$ cat config.mk
export PLATFORM = sky130hd
export DESIGN_NAME = cssp_freq_pipe
export DESIGN_NICKNAME = d
export VERILOG_FILES = /design/src/rtl/core/cssp_pkg.sv /design/src/rtl/core/cssp_freq_pipe.sv
export SDC_FILE = /design/constraint.sdc
export NUM_CORES = 1
export LEC_CHECK = 0
export CORE_MARGIN = 1.5
export CORE_UTILIZATION = 25
export DETAILED_ROUTE_END_ITERATION = 10
export DONT_BUFFER_PORTS = 1
export GPL_ROUTABILITY_DRIVEN = 1
export PLACE_DENSITY_LB_ADDON = 0.05
export SETUP_SLACK_MARGIN = 0.05
export SYNTH_ARGS = -nofsm -noshare
export SYNTH_HDL_FRONTEND = slang
export SYNTH_SLANG_ARGS = --single-unit
$ cat constraint.sdc
create_clock -name clk -period 8.03 [get_ports clk]
set_input_delay 0.4015 -clock clk [delete_from_list [all_inputs] [get_ports clk]]
set_output_delay 0.4015 -clock clk [all_outputs]
set_load 0.02 [all_outputs]
$ cat src/rtl/core/cssp_pkg.sv
// ----------------------------------------------------------------------------
// cssp_pkg
// Shared types, widths and constants for the serially programmed clock
// synthesizer entry table and its frequency pipeline.
// ----------------------------------------------------------------------------
`default_nettype none

package cssp_pkg;

  // Table and serial word geometry
  localparam int TABLE_ENTRIES = 16;
  localparam int WORD_BITS     = 20;
  localparam int TBL_AW        = $clog2(TABLE_ENTRIES);
  localparam int CNT_W         = $clog2(WORD_BITS + 1);
  localparam int LOC_W         = 5;
  localparam int NCODE_W       = 8;
  localparam int DCODE_W       = 2;

  // Field widths
  localparam int REF_W   = 26;
  localparam int FREQ_W  = 30;
  localparam int N_W     = 10;
  localparam int DIV_W   = 4;
  localparam int SEL_W   = 4;

  // Stream widths
  localparam int S_TDATA_W = 8;
  localparam int M_TDATA_W = 48;

  // Reference reset value and feedback offset
  localparam logic [REF_W-1:0] REF_RESET = REF_W'(14318182);
  localparam logic [N_W-1:0]   N_BASE    = N_W'(257);

  // Fixed prescaler of the synthesizer and its reciprocals
  localparam int PRESCALE   = 46;
  localparam int QUOT_W     = 21;          // ref / 46 fits below 2^21
  localparam int REM_W      = 6;           // remainder 0..45
  localparam int REM0_W     = 7;           // uncorrected remainder 0..91
  localparam int REF_RCP_W  = 27;
  localparam int REF_RCP_SH = 32;
  localparam logic [REF_RCP_W-1:0] REF_RCP = REF_RCP_W'(93368854);  // floor(2^32/46)

  localparam int AN_W       = QUOT_W + N_W;   // quotient times N
  localparam int BN_W       = REM_W + N_W - 1; // remainder times N, below 2^15
  localparam int BQ_W       = 10;
  localparam int BN_RCP_W   = 19;
  localparam int BN_RCP_SH  = 24;
  localparam logic [BN_RCP_W-1:0] BN_RCP = BN_RCP_W'(364723);      // ceil(2^24/46)

  // Output queue
  localparam int OUT_DEPTH = 8;
  localparam int OUT_AW    = $clog2(OUT_DEPTH);
  localparam int OCC_W     = $clog2(OUT_DEPTH + 1);

  // Stored part of one table entry
  typedef struct packed {
    logic [DCODE_W-1:0] dcode;
    logic [NCODE_W-1:0] ncode;
  } cssp_entry_t;

  // One result beat
  typedef struct packed {
    logic [DIV_W-1:0]  post_divider;
    logic [N_W-1:0]    n_value;
    logic [FREQ_W-1:0] freq_hz;
  } cssp_result_t;

  // Post-divider value for a divider code
  function automatic logic [DIV_W-1:0] div_of_code(input logic [DCODE_W-1:0] code);
    logic [DIV_W-1:0] d;
    unique case (code)
      2'd0:    d = DIV_W'(8);
      2'd1:    d = DIV_W'(4);
      2'd2:    d = DIV_W'(2);
      default: d = DIV_W'(1);
    endcase
    return d;
  endfunction

endpackage

`default_nettype wire

$ cat src/rtl/core/cssp_freq_pipe.sv
// ----------------------------------------------------------------------------
// cssp_freq_pipe
// Turns a selected table entry into frequency, N and divider. The reference
// arrives split as ref = 46*quot + rem, so floor(ref*N/46) is quot*N plus
// floor(rem*N/46); the post-divider is a right shift at the end.
// ----------------------------------------------------------------------------
`default_nettype none

module cssp_freq_pipe (
  input  logic                           clk,
  input  logic                           rst,
  input  logic                           in_valid,
  input  logic                           in_entry_valid,
  input  cssp_pkg::cssp_entry_t          in_entry,
  input  logic [cssp_pkg::QUOT_W-1:0]    ref_quot,
  input  logic [cssp_pkg::REM_W-1:0]     ref_rem,
  output logic                           out_valid,
  output cssp_pkg::cssp_result_t         out_result
);
  import cssp_pkg::*;

  logic [N_W-1:0]   n_eff;
  logic [DIV_W-1:0] d_eff;

  // Stage 2 registers
  logic               s2_valid;
  logic [AN_W-1:0]    s2_an;
  logic [BN_W-1:0]    s2_bn;
  logic [DCODE_W-1:0] s2_dsh;
  logic [N_W-1:0]     s2_n;
  logic [DIV_W-1:0]   s2_d;

  // Stage 3 registers
  logic               s3_valid;
  logic [AN_W-1:0]    s3_an;
  logic [BQ_W-1:0]    s3_bq;
  logic [DCODE_W-1:0] s3_dsh;
  logic [N_W-1:0]     s3_n;
  logic [DIV_W-1:0]   s3_d;

  logic [BN_W+BN_RCP_W-1:0] bq_prod;
  logic [AN_W:0]            sum;

  // Unprogrammed entries report zero everywhere: N of zero zeroes the products
  assign n_eff = in_entry_valid ? (N_W'(in_entry.ncode) + N_BASE) : '0;
  assign d_eff = in_entry_valid ? div_of_code(in_entry.dcode) : '0;

  // Multiply both parts of the reference by N; skip the shift for empty entries
  always_ff @(posedge clk) begin
    if (rst) begin
      s2_valid <= 1'b0;
    end else begin
      s2_valid <= in_valid;
    end
    s2_an  <= AN_W'(ref_quot) * AN_W'(n_eff);
    s2_bn  <= BN_W'(BN_W'(ref_rem) * BN_W'(n_eff));
    s2_dsh <= in_entry_valid ? ~in_entry.dcode : '0;
    s2_n   <= n_eff;
    s2_d   <= d_eff;
  end

  // Divide the remainder product by 46 through its reciprocal
  assign bq_prod = (BN_W+BN_RCP_W)'(s2_bn) * (BN_W+BN_RCP_W)'(BN_RCP);

  always_ff @(posedge clk) begin
    if (rst) begin
      s3_valid <= 1'b0;
    end else begin
      s3_valid <= s2_valid;
    end
    s3_an  <= s2_an;
    s3_bq  <= bq_prod[BN_RCP_SH +: BQ_W];
    s3_dsh <= s2_dsh;
    s3_n   <= s2_n;
    s3_d   <= s2_d;
  end

  // Add the two parts and apply the post-divider
  assign sum = (AN_W+1)'(s3_an) + (AN_W+1)'(s3_bq);

  assign out_valid               = s3_valid;
  assign out_result.freq_hz      = FREQ_W'(sum >> s3_dsh);
  assign out_result.n_value      = s3_n;
  assign out_result.post_divider = s3_d;

endmodule

`default_nettype wire

==> load_flow_metrics.sql, run 1 <==
INSERT INTO impl_metrics (metric_group, metric, value, unit) VALUES
('die', 'design.core.area', '65750', 'um^2'),
('route', 'vias_per_cell', '4.390', ''),
('global_route', 'grt_pass1_wl', '76560', 'um'),
('logic_synthesis', 'synth.distinct_cells', '71', ''),
('global_route', 'grt_pass1_vias', '12690', ''),
('sta', 'fin_skew', '0.01963', 'ns'),
('critical_path', 'worstSetupPathType', 'in2reg', ''),
('sta', 'setup_viol', '0', ''),
('critical_path', 'timing.critical_path.required', '8.41', 'ns'),
('die', 'die_area', '68080', 'um^2'),
('place', 'port_buffers', '0', ''),
('logic_synthesis', 'postSynthRegisterBits', '121', ''),
('sta', 'final.min_clock_period', '6.392', 'ns'),
('logic_synthesis', 'synth_enable_flop_cells', '0', ''),
('die', 'design.portCount', '86', ''),
('logic_synthesis', 'netlist.top_cell.by_area', 'fa_1', ''),
('critical_path', 'critPathCaptureType', 'flop', ''),
('route', 'ant_nets', '0', ''),
('die', 'die_height', '260.9', 'um'),
('global_route', 'globalRouteTotalUtil', '15.09', '%'),
('cells_and_area', 'most-common-layout-cells', 'inv_1, fa_1, ha_1, nand2_1, dfxtp_1', ''),
('clock_network', 'cts.repair_timing.setup_buffer_count', '0', ''),
('sta', 'final_min_period_over_clock_period', '79.60', '%'),
('clock_network', 'library_cell_used_as_clock_root_buffer', 'clkbuf_16', ''),
('route', 'routed_wire_length_per_instance', '18.56', 'um'),
('global_route', 'grt_start_max_net_pins', '85', ''),
('sta', 'fmax', '156.4', 'MHz'),
('sta', 'max_slew.worst_pin.slew', '0.9475', 'ns'),
('cells_and_area', 'post_route_cells_drive_above_1_share', '4.358', '%'),
('logic_synthesis', 'syn_avg_cell_area', '9.287', 'um^2'),
('clock_network', 'cts.reportedPaths.clkPinSlew', '0.06', 'ns'),
('logic_synthesis', 'yosysSeqAreaShare', '14.56', '%'),
('cells_and_area', 'layout.cells.most_common', 'inv_1', ''),
('route', 'vias', '11560', ''),
('place', 'global_placer_s_final_weighted_congestion', '0.7909', ''),
('sta', 'grt_setup_unrepaired', 'false', ''),
('logic_synthesis', 'synth.net_count', '2315', ''),
('cells_and_area', 'layout.area.seq', '2424', 'um^2'),
('route', 'drt_iter0_markers', '422', ''),
('flow_run', 'max_cap_violations', '0', ''),
('route', 'routed_wl', '48860', 'um'),
('cells_and_area', 'fillerInstances', '6980', ''),
('cells_and_area', 'multi_input_area', '12680', 'um^2'),
('place', 'area_of_placed_instances', '17550', 'um^2'),
('critical_path', 'worst-endpoint-arrival', '6.77', 'ns'),
('global_route', 'initial_antenna_violation_count', '2', ''),
('logic_synthesis', 'yosysWarningCount', '0', ''),
('die', 'die_w', '260.9', 'um'),
('sta', 'max_slew_margin', '36.45', '%'),
('cells_and_area', 'nNetsFinal', '2278', ''),
('sta', 'holdWs', '0.06482', 'ns'),
('die', 'placement_rows', '94', ''),
('sta', 'final-max-slew-violation-count', '0', ''),
('route', 'drcViolationCount', '0', ''),
('clock_network', 'tritoncts_clock_tree', 'yes', ''),
('logic_synthesis', 'synth_top_flop_cell', 'dfxtp_1', ''),
('critical_path', 'start_kind', 'input port', ''),
('cells_and_area', 'layout.cell_area.non_filler', '18170', 'um^2'),
('status', 'outcome', 'finished clean', ''),
('logic_synthesis', 'synth_top_area_share', '29.85', '%'),
('route', 'detailedRoute.firstPassIterationCount', '4', ''),
('critical_path', 'worst-path-max-fanout', '17', ''),
('logic_synthesis', 'async_reset_ff_share', '0', '%'),
('clock_network', 'h-tree-depth', '4', ''),
('logic_synthesis', 'postSynthCellCount', '1791', ''),
('logic_synthesis', 'mappedNetlistArea', '16630', 'um^2'),
('cells_and_area', 'area_delta_synth_final', '9.268', '%'),
('sta', 'setup_total_negative_slack', '0', 'ns'),
('clock_network', 'tritoncts_num_sinks', '121', ''),
('place', 'hpwlAfterDp', '40330', 'um'),
('clock_network', 'ctsLongestPathBuffers', '2', ''),
('die', 'start_util', '25.30', '%'),
('cells_and_area', 'final_core_util', '27.64', '%'),
('clock_network', 'numCtsBuffers', '17', ''),
('hold_path', 'hp-class', 'in2reg', ''),
('clock_network', 'worst_skew_pair_latency', '0.46', 'ns'),
('sta', 'final-hold-violation-count', '0', ''),
('logic_synthesis', 'yosys-top-cells-area', 'fa_1, ha_1, dfxtp_1', ''),
('global_route', 'grt-ovfl-total', '0', '');
-- flip-flops by register name, indices dropped and copies added, names as in the netlist, 4 cells and up --
signal  flops
s2_d        4
s2_an      31
s3_n       10
s2_bn      15
s3_bq      10
s2_n       10
s3_an      31
s3_d        4
-- final timing paths --
check	slack, ns	startpoint	cells after the start	to
setup / recovery	1.64	in_entry[2]	21	s2_an[29]
hold / removal	0.06	in_entry[8]	1	s2_dsh[0]
setup reg to reg	1.97	s2_bn[4]	19	s3_bq[8]
hold reg to reg	0.32	s2_an[2]	0	s3_an[2]
-- cells in the mapped netlist (4+ instances only) --
master,n
nand3_1,29
o211ai_1,6
a221oi_1,4
nor2_1,49
a31oi_1,8
and2_1,50
a21oi_1,47
o21bai_1,9
nand2_1,197
and3_1,89
o21a_1,10
clkbuf_1,42
nand2b_1,4
ha_1,235
xor2_1,24
a211oi_1,11
inv_1,330
dfxtp_1,121
o31ai_1,5
nand4_1,6
mux2_2,9
mux2i_1,34
nor2b_1,6
a21o_1,25
buf_1,28
or2_2,6
fa_1,248
or3_1,6
xnor2_1,57
o21ai_0,25
nor3_1,17
-- worst max-delay path, stage by stage --
cell and delay [ns]:
nand3_1 0.07, xnor2_1 0.30, and2_1 0.67, nand2_1 0.18, fa_1 0.57, inv_1 0.05, fa_1 0.51, fa_1 0.44
fa_1 0.55, inv_1 0.06, fa_1 0.53, inv_1 0.04, ha_1 0.34, a21o_1 0.23, a21o_1 0.17, a21o_1 0.20
a221oi_2 0.34, a21oi_1 0.19, o31ai_4 0.33, or4b_1 0.47, o211ai_1 0.11
-- routing by layer --
metal	routed length, um	vias to the layer above	GRT usage (%)	share of wire, %
met1	26020	5729	22.62	53
met4	473	0	3.099	0.97
met2	20630	144	22.35	42
li1	-	5664	-	-
met5	0	-	0	0
met3	1735	23	2.797	3.6
-- logic make-up (layout without fill, tap and decap cells) --
family,Yosys count,after routing,share of synthesized area [%]
AOI/OAI and AO/OA,184,184,7.749
and+or+nand+nor,472,472,13.85
adders and majority gates,483,483,47.53
buffers and inverters,406,382,9.253
xor gates and xnor gates,81,81,4.265
DFF,121,121,14.56
muxes,44,44,2.791
other,0,2,0
-- per-stage QoR --
stage | setup slack (ns) | cells
finish | 1.638 | 2633
global route | 1.230 | 2631
CTS | 1.611 | 2631
detailed placement | 1.111 | 2596
global placement | 1.246 | 2596
floorplan | 1.367 | 1791
-- final cells by class --
type | count | share of cell area [%]
Clock buffer | 18 | 2.361
Timing Repair Buffer | 19 | 0.8262
Tap cell | 864 | 5.948
Antenna cell | 2 | 0.02754
Clock inverter | 14 | 0.9019
Multi-Input combinational cell | 1264 | 69.76
Sequential cell | 121 | 13.34
Inverter | 331 | 6.836
-- repair_timing --
action,in CTS,in global routing
hold buffers,3,0
setup endpoints to repair,0,0
hold endpoints to repair,3,0
gates resized for setup,0,0
Power of run 1 is left out: the tool's default activity adds up to more than one toggle a clock period on the data nets, which glitch-free logic cannot reach.
==> run 2, diff against run 1 <==
ABC_AREA = 1   (was unset)
clock period = 5.75 ns   (was 8.03 ns; I/O delays follow)
==> load_flow_metrics.sql, run 2 <==
INSERT INTO impl_metrics (metric_group, metric, value, unit) VALUES
('logic_synthesis', 'synth.distinct_cells', '50', ''),
('clock_network', 'tritoncts_num_sinks', '121', ''),
('cells_and_area', 'diodes', '0', ''),
('logic_synthesis', 'synth_enable_flop_cells', '0', ''),
('die', 'design.portCount', '86', ''),
('logic_synthesis', 'yosysMostFrequentCell', 'nand2_1', ''),
('route', 'routed_wire_length_per_instance', '16.90', 'um'),
('sta', 'fin_skew', '0.01858', 'ns'),
('logic_synthesis', 'synth_top_flop_cell', 'dfxtp_1', ''),
('cells_and_area', 'layout.area.seq', '2422', 'um^2'),
('clock_network', 'tritoncts_clock_tree', 'yes', ''),
('route', 'ant_nets', '0', ''),
('global_route', 'initial_antenna_violation_count', '0', ''),
('place', 'hpwlAfterDp', '49240', 'um'),
('critical_path', 'timing.critical_path.required', '6.12', 'ns'),
('die', 'start_util', '25.23', '%'),
('cells_and_area', 'most-common-layout-cells', 'nand2_1, inv_1, fa_1, ha_1, nor2_1', ''),
('cells_and_area', 'final_core_util', '27.93', '%'),
('clock_network', 'numCtsBuffers', '17', ''),
('status', 'outcome', 'finished clean', ''),
('place', 'port_buffers', '0', ''),
('route', 'routed_wl', '56190', 'um'),
('critical_path', 'worst-path-max-fanout', '16', ''),
('critical_path', 'cpPeakStageDelay', '0.55', 'ns'),
('critical_path', 'start_kind', 'input port', ''),
('global_route', 'grt_pass1_wl', '89960', 'um'),
('critical_path', 'worstSetupPathType', 'in2reg', ''),
('place', 'post-place-ws', '0.01026', 'ns'),
('logic_synthesis', 'yosysWarningCount', '0', ''),
('cells_and_area', 'area_delta_synth_final', '10.67', '%'),
('critical_path', 'worst-endpoint-arrival', '5.60', 'ns'),
('sta', 'final-max-slew-violation-count', '0', ''),
('sta', 'setup_viol', '0', ''),
('global_route', 'grt_pass1_vias', '15470', ''),
('critical_path', 'crit_family', 'adder cells', ''),
('logic_synthesis', 'postSynthRegisterBits', '121', ''),
('place', 'dp_cells', '3288', ''),
('route', 'vias', '14310', ''),
('critical_path', 'worst-path-buf-inv', '6', ''),
('die', 'die_area', '73650', 'um^2'),
('cells_and_area', 'nNetsFinal', '2886', ''),
('hold_path', 'hp-class', 'in2reg', ''),
('cells_and_area', 'layout.cells.most_common', 'nand2_1', ''),
('die', 'die_height', '271.4', 'um'),
('sta', 'final_min_period_over_clock_period', '90.86', '%'),
('die', 'design.core.area', '71360', 'um^2'),
('clock_network', 'h-tree-depth', '4', ''),
('sta', 'max_slew.worst_pin.slew', '1.117', 'ns'),
('clock_network', 'library_cell_used_as_clock_root_buffer', 'clkbuf_16', ''),
('logic_synthesis', 'netlist_top_cells_count', 'nand2_1, inv_1, fa_1, ha_1, nor2_1', ''),
('logic_synthesis', 'syn_avg_cell_area', '7.705', 'um^2'),
('die', 'die_w', '271.4', 'um'),
('cells_and_area', 'finalNonFillerCells', '3325', ''),
('cells_and_area', 'fillerInstances', '7928', ''),
('global_route', 'globalRouteTotalUtil', '15.84', '%'),
('sta', 'grt_setup_unrepaired', 'false', ''),
('logic_synthesis', 'postSynthCellCount', '2337', ''),
('sta', 'setup_total_negative_slack', '0', 'ns'),
('flow_run', 'max_cap_violations', '0', ''),
('sta', 'fmax', '191.4', 'MHz'),
('logic_synthesis', 'async_reset_ff_share', '0', '%'),
('place', 'global_placer_s_final_weighted_congestion', '0.8415', ''),
('critical_path', 'critPathCaptureType', 'flop', ''),
('clock_network', 'worst_skew_pair_latency', '0.47', 'ns'),
('route', 'drt_iter0_markers', '581', ''),
('logic_synthesis', 'netlist.top_cell.by_area', 'fa_1', ''),
('logic_synthesis', 'yosys-top-cells-area', 'fa_1, ha_1, dfxtp_1', ''),
('sta', 'final-hold-violation-count', '0', ''),
('route', 'vias_per_cell', '4.303', ''),
('global_route', 'grt_start_max_net_pins', '35', ''),
('logic_synthesis', 'yosysSeqAreaShare', '13.45', '%'),
('critical_path', 'worst_path_max_delay_cell', 'fa_1', ''),
('sta', 'fin_ws', '0.5255', 'ns'),
('cells_and_area', 'largestRegisters', 's2_an (31), s3_an (31), s2_bn (15)', ''),
('route', 'detailedRoute.firstPassIterationCount', '5', ''),
('die', 'placement_rows', '98', ''),
('logic_synthesis', 'synth_top_area_share', '27.57', '%'),
('sta', 'max_slew_margin', '25.45', '%'),
('sta', 'final.min_clock_period', '5.224', 'ns'),
('logic_synthesis', 'synth.net_count', '2861', ''),
('cells_and_area', 'multi_input_area', '13420', 'um^2'),
('global_route', 'grt-ovfl-total', '0', ''),
('clock_network', 'ctsLongestPathBuffers', '2', ''),
('logic_synthesis', 'mappedNetlistArea', '18010', 'um^2'),
('cells_and_area', 'post_route_cells_drive_above_1_share', '5.558', '%'),
('clock_network', 'cts.reportedPaths.clkPinSlew', '0.06', 'ns'),
('route', 'drcViolationCount', '0', '');
-- run 2: cell types whose count changed in the layout (fill, tap and decap cells not counted), sizes merged, moves of 12 or more --
cell    delta
a211oi    -12
a21o      -13
a21oi     +30
and2      -49
and3      -88
buf       +30
inv      +171
mux2i     -34
nand2    +311
nand3    +162
nor2     +178
nor3      +12
o21ai     +18
xnor2     -40
-- run 2: kinds of logic (layout without fill, tap and decap cells) --
group,count (synthesis),count (layout),synth area share (%)
buffers and inverters,543,581,12.03
XOR/XNOR,44,44,2.140
adder cells (fa/ha/maj),483,483,43.90
flip-flops,121,121,13.45
AO/OA/AOI/OAI,155,155,4.822
AND/OR/NAND/NOR,991,991,23.65
-- run 2: through the flow --
step	hold slack, ns	area, um^2
2_1_floorplan	0.3096	18010
6_report	0.05884	19930
3_3_place_gp	0.3108	19310
3_5_place_dp	0.3121	19310
4_1_cts	0.01807	19930
5_1_grt	0.04503	19930
-- run 2: metal layers --
metal	vias up	GRT usage, %	part of all wire (%)
met3	30	2.344	3.2
met4	0	2.895	0.96
met1	6823	23.20	53
met2	213	24.71	43
met5	-	0	0
li1	7242	-	-
-- run 2: area by class of cell --
cell class | count | share of cell area (%)
multi-input cells | 1673 | 67.34
inverters | 498 | 9.405
well taps | 950 | 5.964
clock buffers | 18 | 2.204
flip-flops and latches | 121 | 12.15
clock inverters | 14 | 0.6341
repair buffers | 51 | 2.298
-- run 2: worst reg2reg max path, cell delays in order (launching register included) --
cell	delay, ns
dfxtp_1	0.46
inv_1	0.08
ha_1	0.33
fa_1	0.59
fa_1	0.48
fa_1	0.51
inv_1	0.05
fa_1	0.50
fa_1	0.42
ha_1	0.33
a21oi_1	0.25
o21ai_0	0.18
nand2_1	0.09
a21oi_1	0.07
nor3_1	0.22
nand2_1	0.08
nand2_1	0.06
nand2_1	0.07
-- run 2: path summary, 6_finish.rpt --
check               from        end  slack (ns)  cells past startpoint
max          in_entry[0]  s2_an[23]        0.53                     25
min           ref_rem[0]   s2_bn[0]        0.06                      2
max reg2reg    s2_bn[13]   s3_bq[7]        0.88                     17
min reg2reg      s2_d[1]    s3_d[1]        0.32                      0
-- run 2: repair_timing --
action	CTS	global route
endpoints found under the hold margin	8	0
setup buffers	0	0
hold buffers	5	0
gates resized for setup	0	0
endpoints found under the setup margin	0	0
Power of run 2 is left out for the same reason.
